--- config.mk ---
export PLATFORM = sky130hd
export DESIGN_NAME = snrf_divider
export DESIGN_NICKNAME = d
export VERILOG_FILES = /design/src/snrf_pkg.sv /design/src/snrf_divider.sv
export VERILOG_INCLUDE_DIRS = /design/src /design/src/src
export SDC_FILE = /design/constraint.sdc
export NUM_CORES = 1
export LEC_CHECK = 0
export BUFFER_PORTS_ARGS = -buffer_cell sky130_fd_sc_hd__buf_2
export CAP_MARGIN = 20
export CORE_MARGIN = 1.5
export CORE_UTILIZATION = 45
export DETAILED_ROUTE_END_ITERATION = 10
export GPL_TIMING_DRIVEN = 0
export PLACE_DENSITY = 0.65
export SLEW_MARGIN = 20
export SYNTH_ARGS = -nofsm -noshare
export SYNTH_HDL_FRONTEND = slang
export SYNTH_SLANG_ARGS = --single-unit
--- constraint.sdc ---
create_clock -name aclk -period 3.61 [get_ports aclk]
set_input_delay 0.5415 -clock aclk [delete_from_list [all_inputs] [get_ports aclk]]
set_output_delay 0.5415 -clock aclk [all_outputs]
set_load 0.02 [all_outputs]
--- src/assert_macros.svh ---
// Assertion macros shared by the RTL files
`ifndef ASSERT_MACROS_SVH
`define ASSERT_MACROS_SVH
`ifndef SYNTHESIS
`define ASSERT_CLK(label, clk, rstn, prop) \
    label: assert property (@(posedge clk) disable iff (!rstn) prop) \
        else $error("assertion failed");
`define ASSERT_CLK_NR(label, clk, prop) \
    label: assert property (@(posedge clk) prop) else $error("assertion failed");
`else
`define ASSERT_CLK(label, clk, rstn, prop)
`define ASSERT_CLK_NR(label, clk, prop)
`endif
`endif

--- src/snrf_pkg.sv ---
// Package: constants and shared types of the safeguarded Newton root finder
`timescale 1ns / 1ps
package snrf_pkg;
    localparam int XW = 32;
    localparam int TOL_W = 31;
    localparam int LIM_W = 16;
    localparam int DIV_CNT_W = 6;
    localparam int DIV_STEPS = 48;

    localparam logic [0:0] CFG_TOLERANCE = 1'b0;
    localparam logic [0:0] CFG_ITER_LIMIT = 1'b1;
    localparam logic [0:0] OP_START = 1'b0;
    localparam logic [0:0] OP_EVAL = 1'b1;

    localparam logic [1:0] ST_EXACT = 2'd0;
    localparam logic [1:0] ST_NO_SIGN = 2'd1;
    localparam logic [1:0] ST_CONVERGED = 2'd2;
    localparam logic [1:0] ST_LIMIT = 2'd3;

    localparam logic [31:0] TOL_RESET = 32'd66;
    localparam logic [31:0] LIM_RESET = 32'd100;

    // request to and answer from the serial divider
    typedef struct packed {
        logic        start;
        logic [47:0] dividend_mag;
        logic [31:0] divisor_mag;
    } div_req_t;

    typedef struct packed {
        logic        done;
        logic        busy;
        logic [47:0] quotient;
    } div_rsp_t;
endpackage

--- src/snrf_divider.sv ---
// Restoring serial divider: one quotient bit per cycle, unsigned magnitudes
`timescale 1ns / 1ps
`include "assert_macros.svh"
module snrf_divider
    import snrf_pkg::*;
(
    input  logic     aclk,
    input  logic     aresetn,
    input  div_req_t req,
    output div_rsp_t rsp
);
    logic [47:0] quo_reg, quo_next;
    logic [32:0] rem_reg, rem_next;
    logic [31:0] dsr_reg, dsr_next;
    logic [DIV_CNT_W-1:0] cnt_reg, cnt_next;
    logic busy_reg, busy_next, done_reg, done_next;
    logic [32:0] trial;
    logic [33:0] diff;

    // one shift-subtract step
    always_comb begin
        quo_next = quo_reg;
        rem_next = rem_reg;
        dsr_next = dsr_reg;
        cnt_next = cnt_reg;
        busy_next = busy_reg;
        done_next = 1'b0;
        trial = {rem_reg[31:0], quo_reg[47]};
        diff = {1'b0, trial} - {2'b00, dsr_reg};
        if (req.start) begin
            quo_next = req.dividend_mag;
            rem_next = '0;
            dsr_next = req.divisor_mag;
            cnt_next = DIV_CNT_W'(DIV_STEPS - 1);
            busy_next = 1'b1;
        end else if (busy_reg) begin
            if (!diff[33]) begin
                rem_next = diff[32:0];
                quo_next = {quo_reg[46:0], 1'b1};
            end else begin
                rem_next = trial;
                quo_next = {quo_reg[46:0], 1'b0};
            end
            if (cnt_reg == '0) begin
                busy_next = 1'b0;
                done_next = 1'b1;
            end
            cnt_next = cnt_reg - 1'b1;
        end
    end

    always_ff @(posedge aclk) begin
        quo_reg <= quo_next;
        rem_reg <= rem_next;
        dsr_reg <= dsr_next;
        if (!aresetn) begin
            cnt_reg <= '0;
            busy_reg <= 1'b0;
            done_reg <= 1'b0;
        end else begin
            cnt_reg <= cnt_next;
            busy_reg <= busy_next;
            done_reg <= done_next;
        end
    end

    assign rsp.done = done_reg;
    assign rsp.busy = busy_reg;
    assign rsp.quotient = quo_reg;

    `ASSERT_CLK(a_done_after_busy, aclk, aresetn, rsp.done |-> $past(busy_reg))
    `ASSERT_CLK(a_no_done_and_busy, aclk, aresetn, !(rsp.done && rsp.busy))
    `ASSERT_CLK(a_start_busy, aclk, aresetn, req.start |=> busy_reg)
endmodule

==> reports/metrics.yaml, run 1 <==
sta:
  timing.fmax_mhz: 289
  drv_slew: 0
  skew_ps: 13.9
  max_slew_margin_pct: 46.0
  period_needed_ps: 3470
  worstMarginPinSlew_ps: 809
  finalCritPeriodShare_pct: 96.0
  hold_viol: 0
  setup_viol: 0
global_route:
  grt_first_pass_wirelength_um: 27500
  grt_pass1_vias: 5556
  gr-total-overflow: 0
  grt_max_degree: 34
  antenna_found_initial: 0
  track_usage_pct: 22.2
yosys:
  synth_cells: 624
  yosysWarnings: 0
  synth-edff-count: 80
  yosysSeqAreaShare_pct: 47.9
  synth_nets: 742
  ys_ff_latch: 120
  syn_area_sq_um: 6690
  async_flop_share_pct: 0
  yosysUniqueCellTypes: 63
  synth_top_flop_cell: "edfxtp_1"
  syn_area_per_cell_sq_um: 10.7
placed_design:
  place.gp.congestion: 0.935
  portBuffers: 132
  dp.cells: 941
  place_hpwl_um: 12100
critical_path:
  critPathKind: "register to register"
  crit_path_frequent_cell: "inv_1"
  crit_chain: "inv_1, ha_1, inv_1, fa_1, a21o_1, a221oi_4, nor3b_1, o31ai_2, a2111oi_0, or4_1, a311oi_2, nor3_1"
  cp_slowest_cell: "or4_1"
  crit_fanout: 3
  reg2reg_to: "rem_reg[28]"
  cp-end-kind: "register"
  r2r_start: "quo_reg[47]"
  cp_slowest_stage_delay_ps: 540
  cp_data_required_time_ps: 3880
  rr_worst_depth: 12
  startpoint_type: "register"
  rrSetupSlack_ps: 140
  crit_arrival_ps: 3740
clocking:
  cts_tree: "done"
  cts_buffer_depth: 2
  numCtsBuffers: 17
  cts_max_level: 4
  hold_buffers: 0
  cts.sinks: 120
  path_clk_slew_ps: 60
  clkLatencyLatePin_ps: 420
  root_buffer: "clkbuf_16"
floorplanning:
  start_util_pct: 46.0
  dieWidth_um: 125
  dieArea_sq_um: 15600
  num_rows: 44
  dieHeight_um: 125
  io_pins: 133
  design.core.area_sq_um: 14500
hold_path:
  hold_class: "input port to register"
  hp-start: "req[6]"
  holdPathEnd: "dsr_reg[6]"
  hold_path_depth: 1
layout:
  nets: 895
  drive_gt1_share_pct: 29.4
  largest_reg_flops: 48
  n_antenna_cell: 0
  finalNonFillerCells: 974
  area_growth_pct: 22.8
  fin_util_pct: 56.5
flow_run:
  maxCapViolCount: 0
drt:
  drt_iter0_markers: 260
  firstDrtPassIters: 5
  routedWlPerCell_um: 17.4
  drc_errors: 0
  viasPerCell: 5.60
  antenna_left: 0
  routed_wl_um: 17000
  vias: 5455
pwr:
  p_total_uw: 4120
  peakVddDrop_v: 0.000363
  p_leak_uw: 0.00351
  powerDensity_nw_per_um2: 501
status:
  outcome: "finished clean"
## routing by layer
layer | routed length, um | share of wire (%) | track usage [%] | vias to the layer above
met5 | 0 | 0 | 0 | -
met4 | 329 | 1.9 | 8.29 | 0
met3 | 1170 | 6.9 | 6.87 | 26
met2 | 8010 | 47 | 36.2 | 188
met1 | 7470 | 44 | 27.7 | 2607
li1 | - | - | - | 2634
## logic make-up (layout without fill, tap and decap cells)
kind of cell	Yosys count	in the layout	share of synthesized area, %
simple gates	152	152	10.7
compound gates	150	150	15.9
flops	120	120	47.9
buf+inv	75	241	4.73
mux	62	62	10.2
fa+ha+maj	35	35	6.66
xor+xnor	30	30	3.93
## Yosys cell counts (3+ instances only)
master | count | share of area, %
nand4b_1 | 4 | 0.52
xnor2_1 | 17 | 2.2
dfxtp_1 | 40 | 12
o21a_1 | 6 | 0.67
buf_2 | 4 | 0.30
o2111ai_1 | 3 | 0.39
mux2i_1 | 14 | 2.1
a221oi_1 | 3 | 0.39
a211oi_1 | 15 | 1.7
o31ai_1 | 3 | 0.34
and3_1 | 5 | 0.47
a32oi_1 | 7 | 0.92
mux2_2 | 48 | 8.1
nor2b_1 | 3 | 0.28
a21oi_1 | 27 | 2.0
a2111oi_0 | 4 | 0.52
a211o_1 | 3 | 0.39
nor2_1 | 51 | 2.9
a21o_1 | 15 | 1.7
o211a_1 | 3 | 0.45
nand3_1 | 9 | 0.67
nand4_1 | 6 | 0.56
buf_6 | 3 | 0.51
a311oi_1 | 6 | 0.79
nor4_1 | 3 | 0.28
xor2_1 | 13 | 1.7
o211ai_1 | 5 | 0.56
nand2_1 | 45 | 2.5
a31oi_1 | 7 | 0.65
buf_1 | 3 | 0.17
o21ai_0 | 25 | 1.9
nor3_1 | 9 | 0.67
edfxtp_1 | 80 | 36
o21bai_1 | 4 | 0.45
inv_1 | 45 | 2.5
clkbuf_1 | 18 | 1.0
and2_1 | 3 | 0.28
ha_1 | 34 | 6.4
## repair_timing
action | CTS | global route
endpoints found under the setup margin | 0 | 1
buffers inserted | 0 | 1
gates resized for setup | 0 | 1
## cells in the final DEF (no fill, tap or decap), drive strengths merged, types with 5 or more instances in the layout
master / count
a211oi: 15
a21o: 15
a21oi: 28
a311oi: 7
a31oi: 7
a32oi: 7
and3: 5
buf: 146
clkbuf: 35
clkinv: 5
dfxtp: 40
edfxtp: 80
ha: 34
inv: 51
mux2: 48
mux2i: 14
nand2: 46
nand3: 9
nand4: 6
nor2: 51
nor3: 9
o211ai: 5
o21a: 6
o21ai: 25
xnor2: 17
xor2: 13
## worst max-delay path, delay by kind of cell (launching register included)
kind | cells | cell delay (ps)
DFF | 1 | 410
adders and majority gates | 2 | 560
buffers and inverters | 2 | 130
and+or+nand+nor | 3 | 740
AOI/OAI and AO/OA | 5 | 1470
## area by class of cell
class                           count  area (sq um)
Fill cell                        1307          6320
Sequential cell                   120          3200
Multi-Input combinational cell    429          3180
Timing Repair Buffer              134           688
Clock buffer                       17           425
Tap cell                          184           230
Inverter                           45           169
Clock inverter                     15           166
Buffer                             30           148
## power breakdown
part | internal, uW | leakage [uW] | switching, uW
combinational | 302 | 0.00210 | 442
sequential | 1600 | 0.00112 | 64.0
clock | 1030 | 0.000287 | 677
## metrics by stage
stage | hold slack (ps) | setup TNS, ps | setup slack, ps | area, sq um
after detailed placement | 494 | 0 | 139 | 7600
after global placement | 476 | -17360 | -364 | 7580
after global routing | 277 | -9.96 | -9.96 | 8210
after floorplan | 437 | 0 | 469 | 6690
final | 296 | 0 | 144 | 8210
after CTS | 280 | 0 | 114 | 8190
## worst max-delay path by stage
stage | start | endpoint | slack [ps] | cells after the start
2_1_floorplan | quo_reg[47] | rem_reg[28] | 470 | 12
3_3_place_gp | req[80] | quo_reg[41] | -360 | 5
3_5_place_dp | quo_reg[47] | rem_reg[28] | 140 | 12
4_1_cts | quo_reg[47] | rem_reg[28] | 110 | 12
5_1_grt | quo_reg[47] | rem_reg[28] | -10 | 12
6_report | quo_reg[47] | rem_reg[28] | 140 | 12
(Power assumes the default switching activity.)
==> run 2, diff against run 1 <==
Settings changed: BUFFER_PORTS_ARGS -buffer_cell sky130_fd_sc_hd__buf_2 to not set, CELL_PAD_IN_SITES_DETAIL_PLACEMENT set to 2, CELL_PAD_IN_SITES_GLOBAL_PLACEMENT set to 2, CORE_UTILIZATION 45 to 41, CTS_CLUSTER_SIZE set to 12, DONT_BUFFER_PORTS set to 1, PLACE_DENSITY 0.65 to 0.78.
==> reports/metrics.yaml, run 2 (same netlist as run 1, synthesis figures left out) <==
critical_path:
  crit_fanout: 3
  r2r_start: "quo_reg[47]"
  worstSetupStartpoint: "quo_reg[47]"
  cp_data_required_time_ps: 3910
  startpoint_type: "register"
  cp-end-kind: "register"
  critPathKind: "register to register"
  crit_arrival_ps: 3740
global_route:
  grt_first_pass_wirelength_um: 33400
  grt_max_degree: 34
  track_usage_pct: 26.9
  antenna_found_initial: 0
  gr-total-overflow: 0
  grt_pass1_vias: 5865
sta:
  hold_viol: 0
  rsz0062_at_grt: "false"
  setup_viol: 0
  setup_ws_ps: 165
  fin_setup_tns_ps: 0
  skew_ps: 18.0
  timing.fmax_mhz: 290
  period_needed_ps: 3440
  max_slew_margin_pct: 40.9
  finalCritPeriodShare_pct: 95.4
  drv_slew: 0
  worstMarginPinSlew_ps: 883
floorplanning:
  start_util_pct: 42.1
  io_pins: 133
  num_rows: 46
  dieHeight_um: 131
  dieWidth_um: 131
  dieArea_sq_um: 17100
  design.core.area_sq_um: 15900
layout:
  n_antenna_cell: 0
  drive_gt1_share_pct: 15.6
  nets: 765
  area_growth_pct: 13.5
  largest_reg_flops: 48
  final_cell_mix: "edfxtp_1 (80), nor2_1 (51), mux2_2 (48)"
  final_common_cell: "edfxtp_1"
  nFillCells: 1625
clocking:
  cts_buffer_depth: 2
  cts_tree: "done"
  path_clk_slew_ps: 70
  clkLatencyLatePin_ps: 440
  hold_buffers: 0
  cts_max_level: 4
  root_buffer: "clkbuf_16"
  cts.sinks: 120
  numCtsBuffers: 17
drt:
  drc_errors: 0
  firstDrtPassIters: 4
  routed_wl_um: 21500
  drt_iter0_markers: 269
  antenna_left: 0
  vias: 5134
  viasPerCell: 5.86
  routedWlPerCell_um: 24.5
placed_design:
  pre_cts_ws_ps: -196
  place_hpwl_um: 14800
  place.gp.congestion: 0.845
  portBuffers: 0
hold_path:
  hold_class: "input port to register"
  hp-start: "req[21]"
pwr:
  p_leak_uw: 0.00298
  peakVddDrop_v: 0.000416
  powerDensity_nw_per_um2: 532
flow_run:
  maxCapViolCount: 0
status:
  outcome: "finished clean"
==> run 2: cell count changes in the layout (fill, tap and decap cells not counted), sizes merged <==
cell      before  now
buf          146   16
bufinv         2    1
clkbuf        35   37
clkinv         5    4
clkinvlp       2    5
inv           51   48
==> run 2: final timing paths <==
check                                    to  slack, ps  cells after the start
worst max-delay path            rem_reg[28]        170                     13
worst min-delay path            dsr_reg[21]        190                      0
worst max register to register  rem_reg[28]        170                     13
worst min register to register   rem_reg[9]        500                      2
==> run 2: metal layers <==
metal | track usage [%] | up-vias | wire [um]
li1 | - | 2365 | -
met1 | 30.4 | 2561 | 8740
met2 | 46.8 | 172 | 10800
met3 | 9.08 | 36 | 1310
met4 | 11.3 | 0 | 610
met5 | 0 | - | 0
==> run 2: power breakdown <==
group,internal (uW),total [uW],switching (uW)
sequential,1600,1760,152
combinational,241,612,371
clock,968,1670,701
==> run 2: repair_timing <==
item | CTS | global route
resized for setup | 2 | 2
pin swaps | 2 | 2
endpoints found under the setup margin | 1 | 10
setup buffers | 3 | 0
==> run 2: critical path, stage by stage (launching register included) <==
cell       delay [ps]
edfxtp_1          540
inv_1             120
ha_1              200
inv_1              80
fa_2              370
a21o_1            220
a221oi_4          290
nor3b_1           120
o31ai_2           250
buf_4             160
a2111oi_1          90
or4_1             480
a311oi_2          300
nor3_1             80
==> run 2: cell type report <==
| class | count | area (sq um) | share of cell area, % |
|---|---|---|---|
| Multi-Input combinational cell | 429 | 3190 | 42.0 |
| Buffer | 30 | 148 | 1.95 |
| Sequential cell | 120 | 3200 | 42.2 |
| Inverter | 45 | 169 | 2.23 |
| Clock buffer | 19 | 443 | 5.84 |
| Tap cell | 216 | 270 | 3.56 |
| Clock inverter | 13 | 121 | 1.60 |
| Timing Repair Buffer | 4 | 50.0 | 0.659 |
==> run 2: per-stage QoR <==
stage,instances,instance area (sq um),utilization [%],hold slack [ps],total power (uW)
2_1_floorplan,624,6690,-,437,2190
3_3_place_gp,840,6960,43.8,462,2330
3_5_place_dp,841,6990,44.0,473,2370
4_1_cts,876,7580,47.7,171,4060
5_1_grt,876,7590,47.8,168,4200
6_report,876,7590,47.8,190,4040
==> run 3, diff against run 2 <==
Settings changed: CORE_ASPECT_RATIO set to 1.1.
==> reports/metrics.yaml, run 3 (same netlist as run 1, synthesis figures left out) <==
clocking:
  clkLatencyLatePin_ps: 430
  cts_max_level: 4
  path_clk_slew_ps: 70
  cts.sinks: 120
  numCtsBuffers: 17
  hold_buffers: 0
  cts_tree: "done"
  cts_buffer_depth: 2
  root_buffer: "clkbuf_16"
sta:
  max_slew_margin_pct: 44.2
  finalCritPeriodShare_pct: 96.9
  drv_slew: 0
  setup_ws_ps: 110
  hold_viol: 0
  timing.fmax_mhz: 286
  setup_viol: 0
  worstMarginPinSlew_ps: 837
  skew_ps: 5.42
  period_needed_ps: 3500
critical_path:
  crit_fanout: 3
  rrSetupSlack_ps: 110
  critPathKind: "register to register"
  cp_data_required_time_ps: 3900
  reg2reg_to: "rem_reg[28]"
  startpoint_type: "register"
  cp-end-kind: "register"
  rr_worst_depth: 13
  r2r_start: "quo_reg[47]"
  crit_end: "rem_reg[28]"
  worstSetupStartpoint: "quo_reg[47]"
  crit_arrival_ps: 3790
floorplanning:
  dieHeight_um: 137
  dieWidth_um: 125
  dieArea_sq_um: 17100
  num_rows: 48
  io_pins: 133
  start_util_pct: 42.3
  design.core.area_sq_um: 15800
layout:
  fin_util_pct: 48.3
  nFillCells: 1616
  drive_gt1_share_pct: 16.1
  nets: 765
  area_growth_pct: 14.1
  n_antenna_cell: 0
  final_common_cell: "edfxtp_1"
  largest_reg_flops: 48
  final_cell_mix: "edfxtp_1 (80), nor2_1 (51), mux2_2 (48)"
drt:
  vias: 5096
  routedWlPerCell_um: 24.1
  drc_errors: 0
  antenna_left: 0
  routed_wl_um: 20700
  viasPerCell: 5.93
  drt_iter0_markers: 162
  firstDrtPassIters: 6
global_route:
  track_usage_pct: 25.0
  antenna_found_initial: 0
  grt_max_degree: 34
  grt_first_pass_wirelength_um: 32400
  gr-total-overflow: 0
  grt_pass1_vias: 5744
placed_design:
  portBuffers: 0
  pre_cts_ws_ps: -193
  place.gp.congestion: 0.859
  place_hpwl_um: 14700
status:
  outcome: "finished clean"
pwr:
  p_leak_uw: 0.00302
  powerDensity_nw_per_um2: 546
  peakVddDrop_v: 0.000338
flow_run:
  maxCapViolCount: 0
hold_path:
  hold_class: "input port to register"
-- run 3: changes by cell type in the layout (fill, tap and decap cells not counted), sizes merged --
cell      before  now
clkbuf        37   35
clkinv         4    3
clkinvlp       5    1
inv           48   55
-- run 3: where the power goes --
part           switching (uW)  internal [uW]
sequential                150           1600
clock                     795           1010
combinational             371            241
-- run 3: per-stage QoR --
| stage | area (sq um) | hold slack [ps] | setup TNS [ps] | cells | power [uW] |
|---|---|---|---|---|---|
| after CTS | 7620 | 185 | 0 | 859 | 4200 |
| after global placement | 6940 | 469 | -96.6 | 824 | 2320 |
| after floorplan | 6690 | 437 | 0 | 624 | 2190 |
| final | 7630 | 198 | 0 | 860 | 4170 |
| after detailed placement | 6970 | 495 | -193 | 825 | 2370 |
| after global routing | 7630 | 180 | -7.77 | 860 | 4330 |
-- run 3: worst min-delay path by stage --
stage / start / end / depth (start not counted)
after floorplan: rem_reg[31] / rem_reg[31] / 2
after global placement: rem_reg[31] / rem_reg[31] / 2
after detailed placement: rem_reg[9] / rem_reg[9] / 2
after CTS: req[25] / dsr_reg[25] / 0
after global routing: req[25] / dsr_reg[25] / 0
final: req[2] / dsr_reg[2] / 0
-- run 3: area by class of cell --
cell class,count,area [sq um],area share (%)
buffer,30,148,1.93
clock buffer,17,425,5.57
clock inverter,15,196,2.57
inverter,45,169,2.21
multi-input combinational,429,3190,41.8
sequential,120,3200,42.0
tap,200,250,3.28
timing repair buffer,4,50.0,0.656
-- run 3: routing by layer --
metal | global-route usage (%) | routed length [um] | share of wire, % | vias up
met1 | 27.9 | 8380 | 40 | 2546
met2 | 46.0 | 10900 | 52 | 151
met3 | 6.68 | 1030 | 5.0 | 32
met4 | 8.68 | 430 | 2.1 | 0
li1 | - | - | - | 2367
met5 | 0 | 0 | 0 | -
-- run 3: timing repair --
| item | 4_1_cts | 5_1_grt |
|---|---|---|
| setup endpoints to repair | 1 | 7 |
| buffers inserted | 2 | 1 |
| pin swaps | 1 | 1 |
| hold endpoints to repair | 0 | 0 |
| resized for setup | 3 | 4 |
-- run 3: critical path, cell delays in order, from the launching register on --
cell       delay (ps)
edfxtp_1          540
inv_2             120
ha_1              170
inv_1              50
fa_1              410
a21o_1            260
a221oi_4          280
nor3b_1           120
o31ai_2           270
buf_4             170
a2111oi_2          70
or4_4             520
a311oi_2          280
nor3_1             60
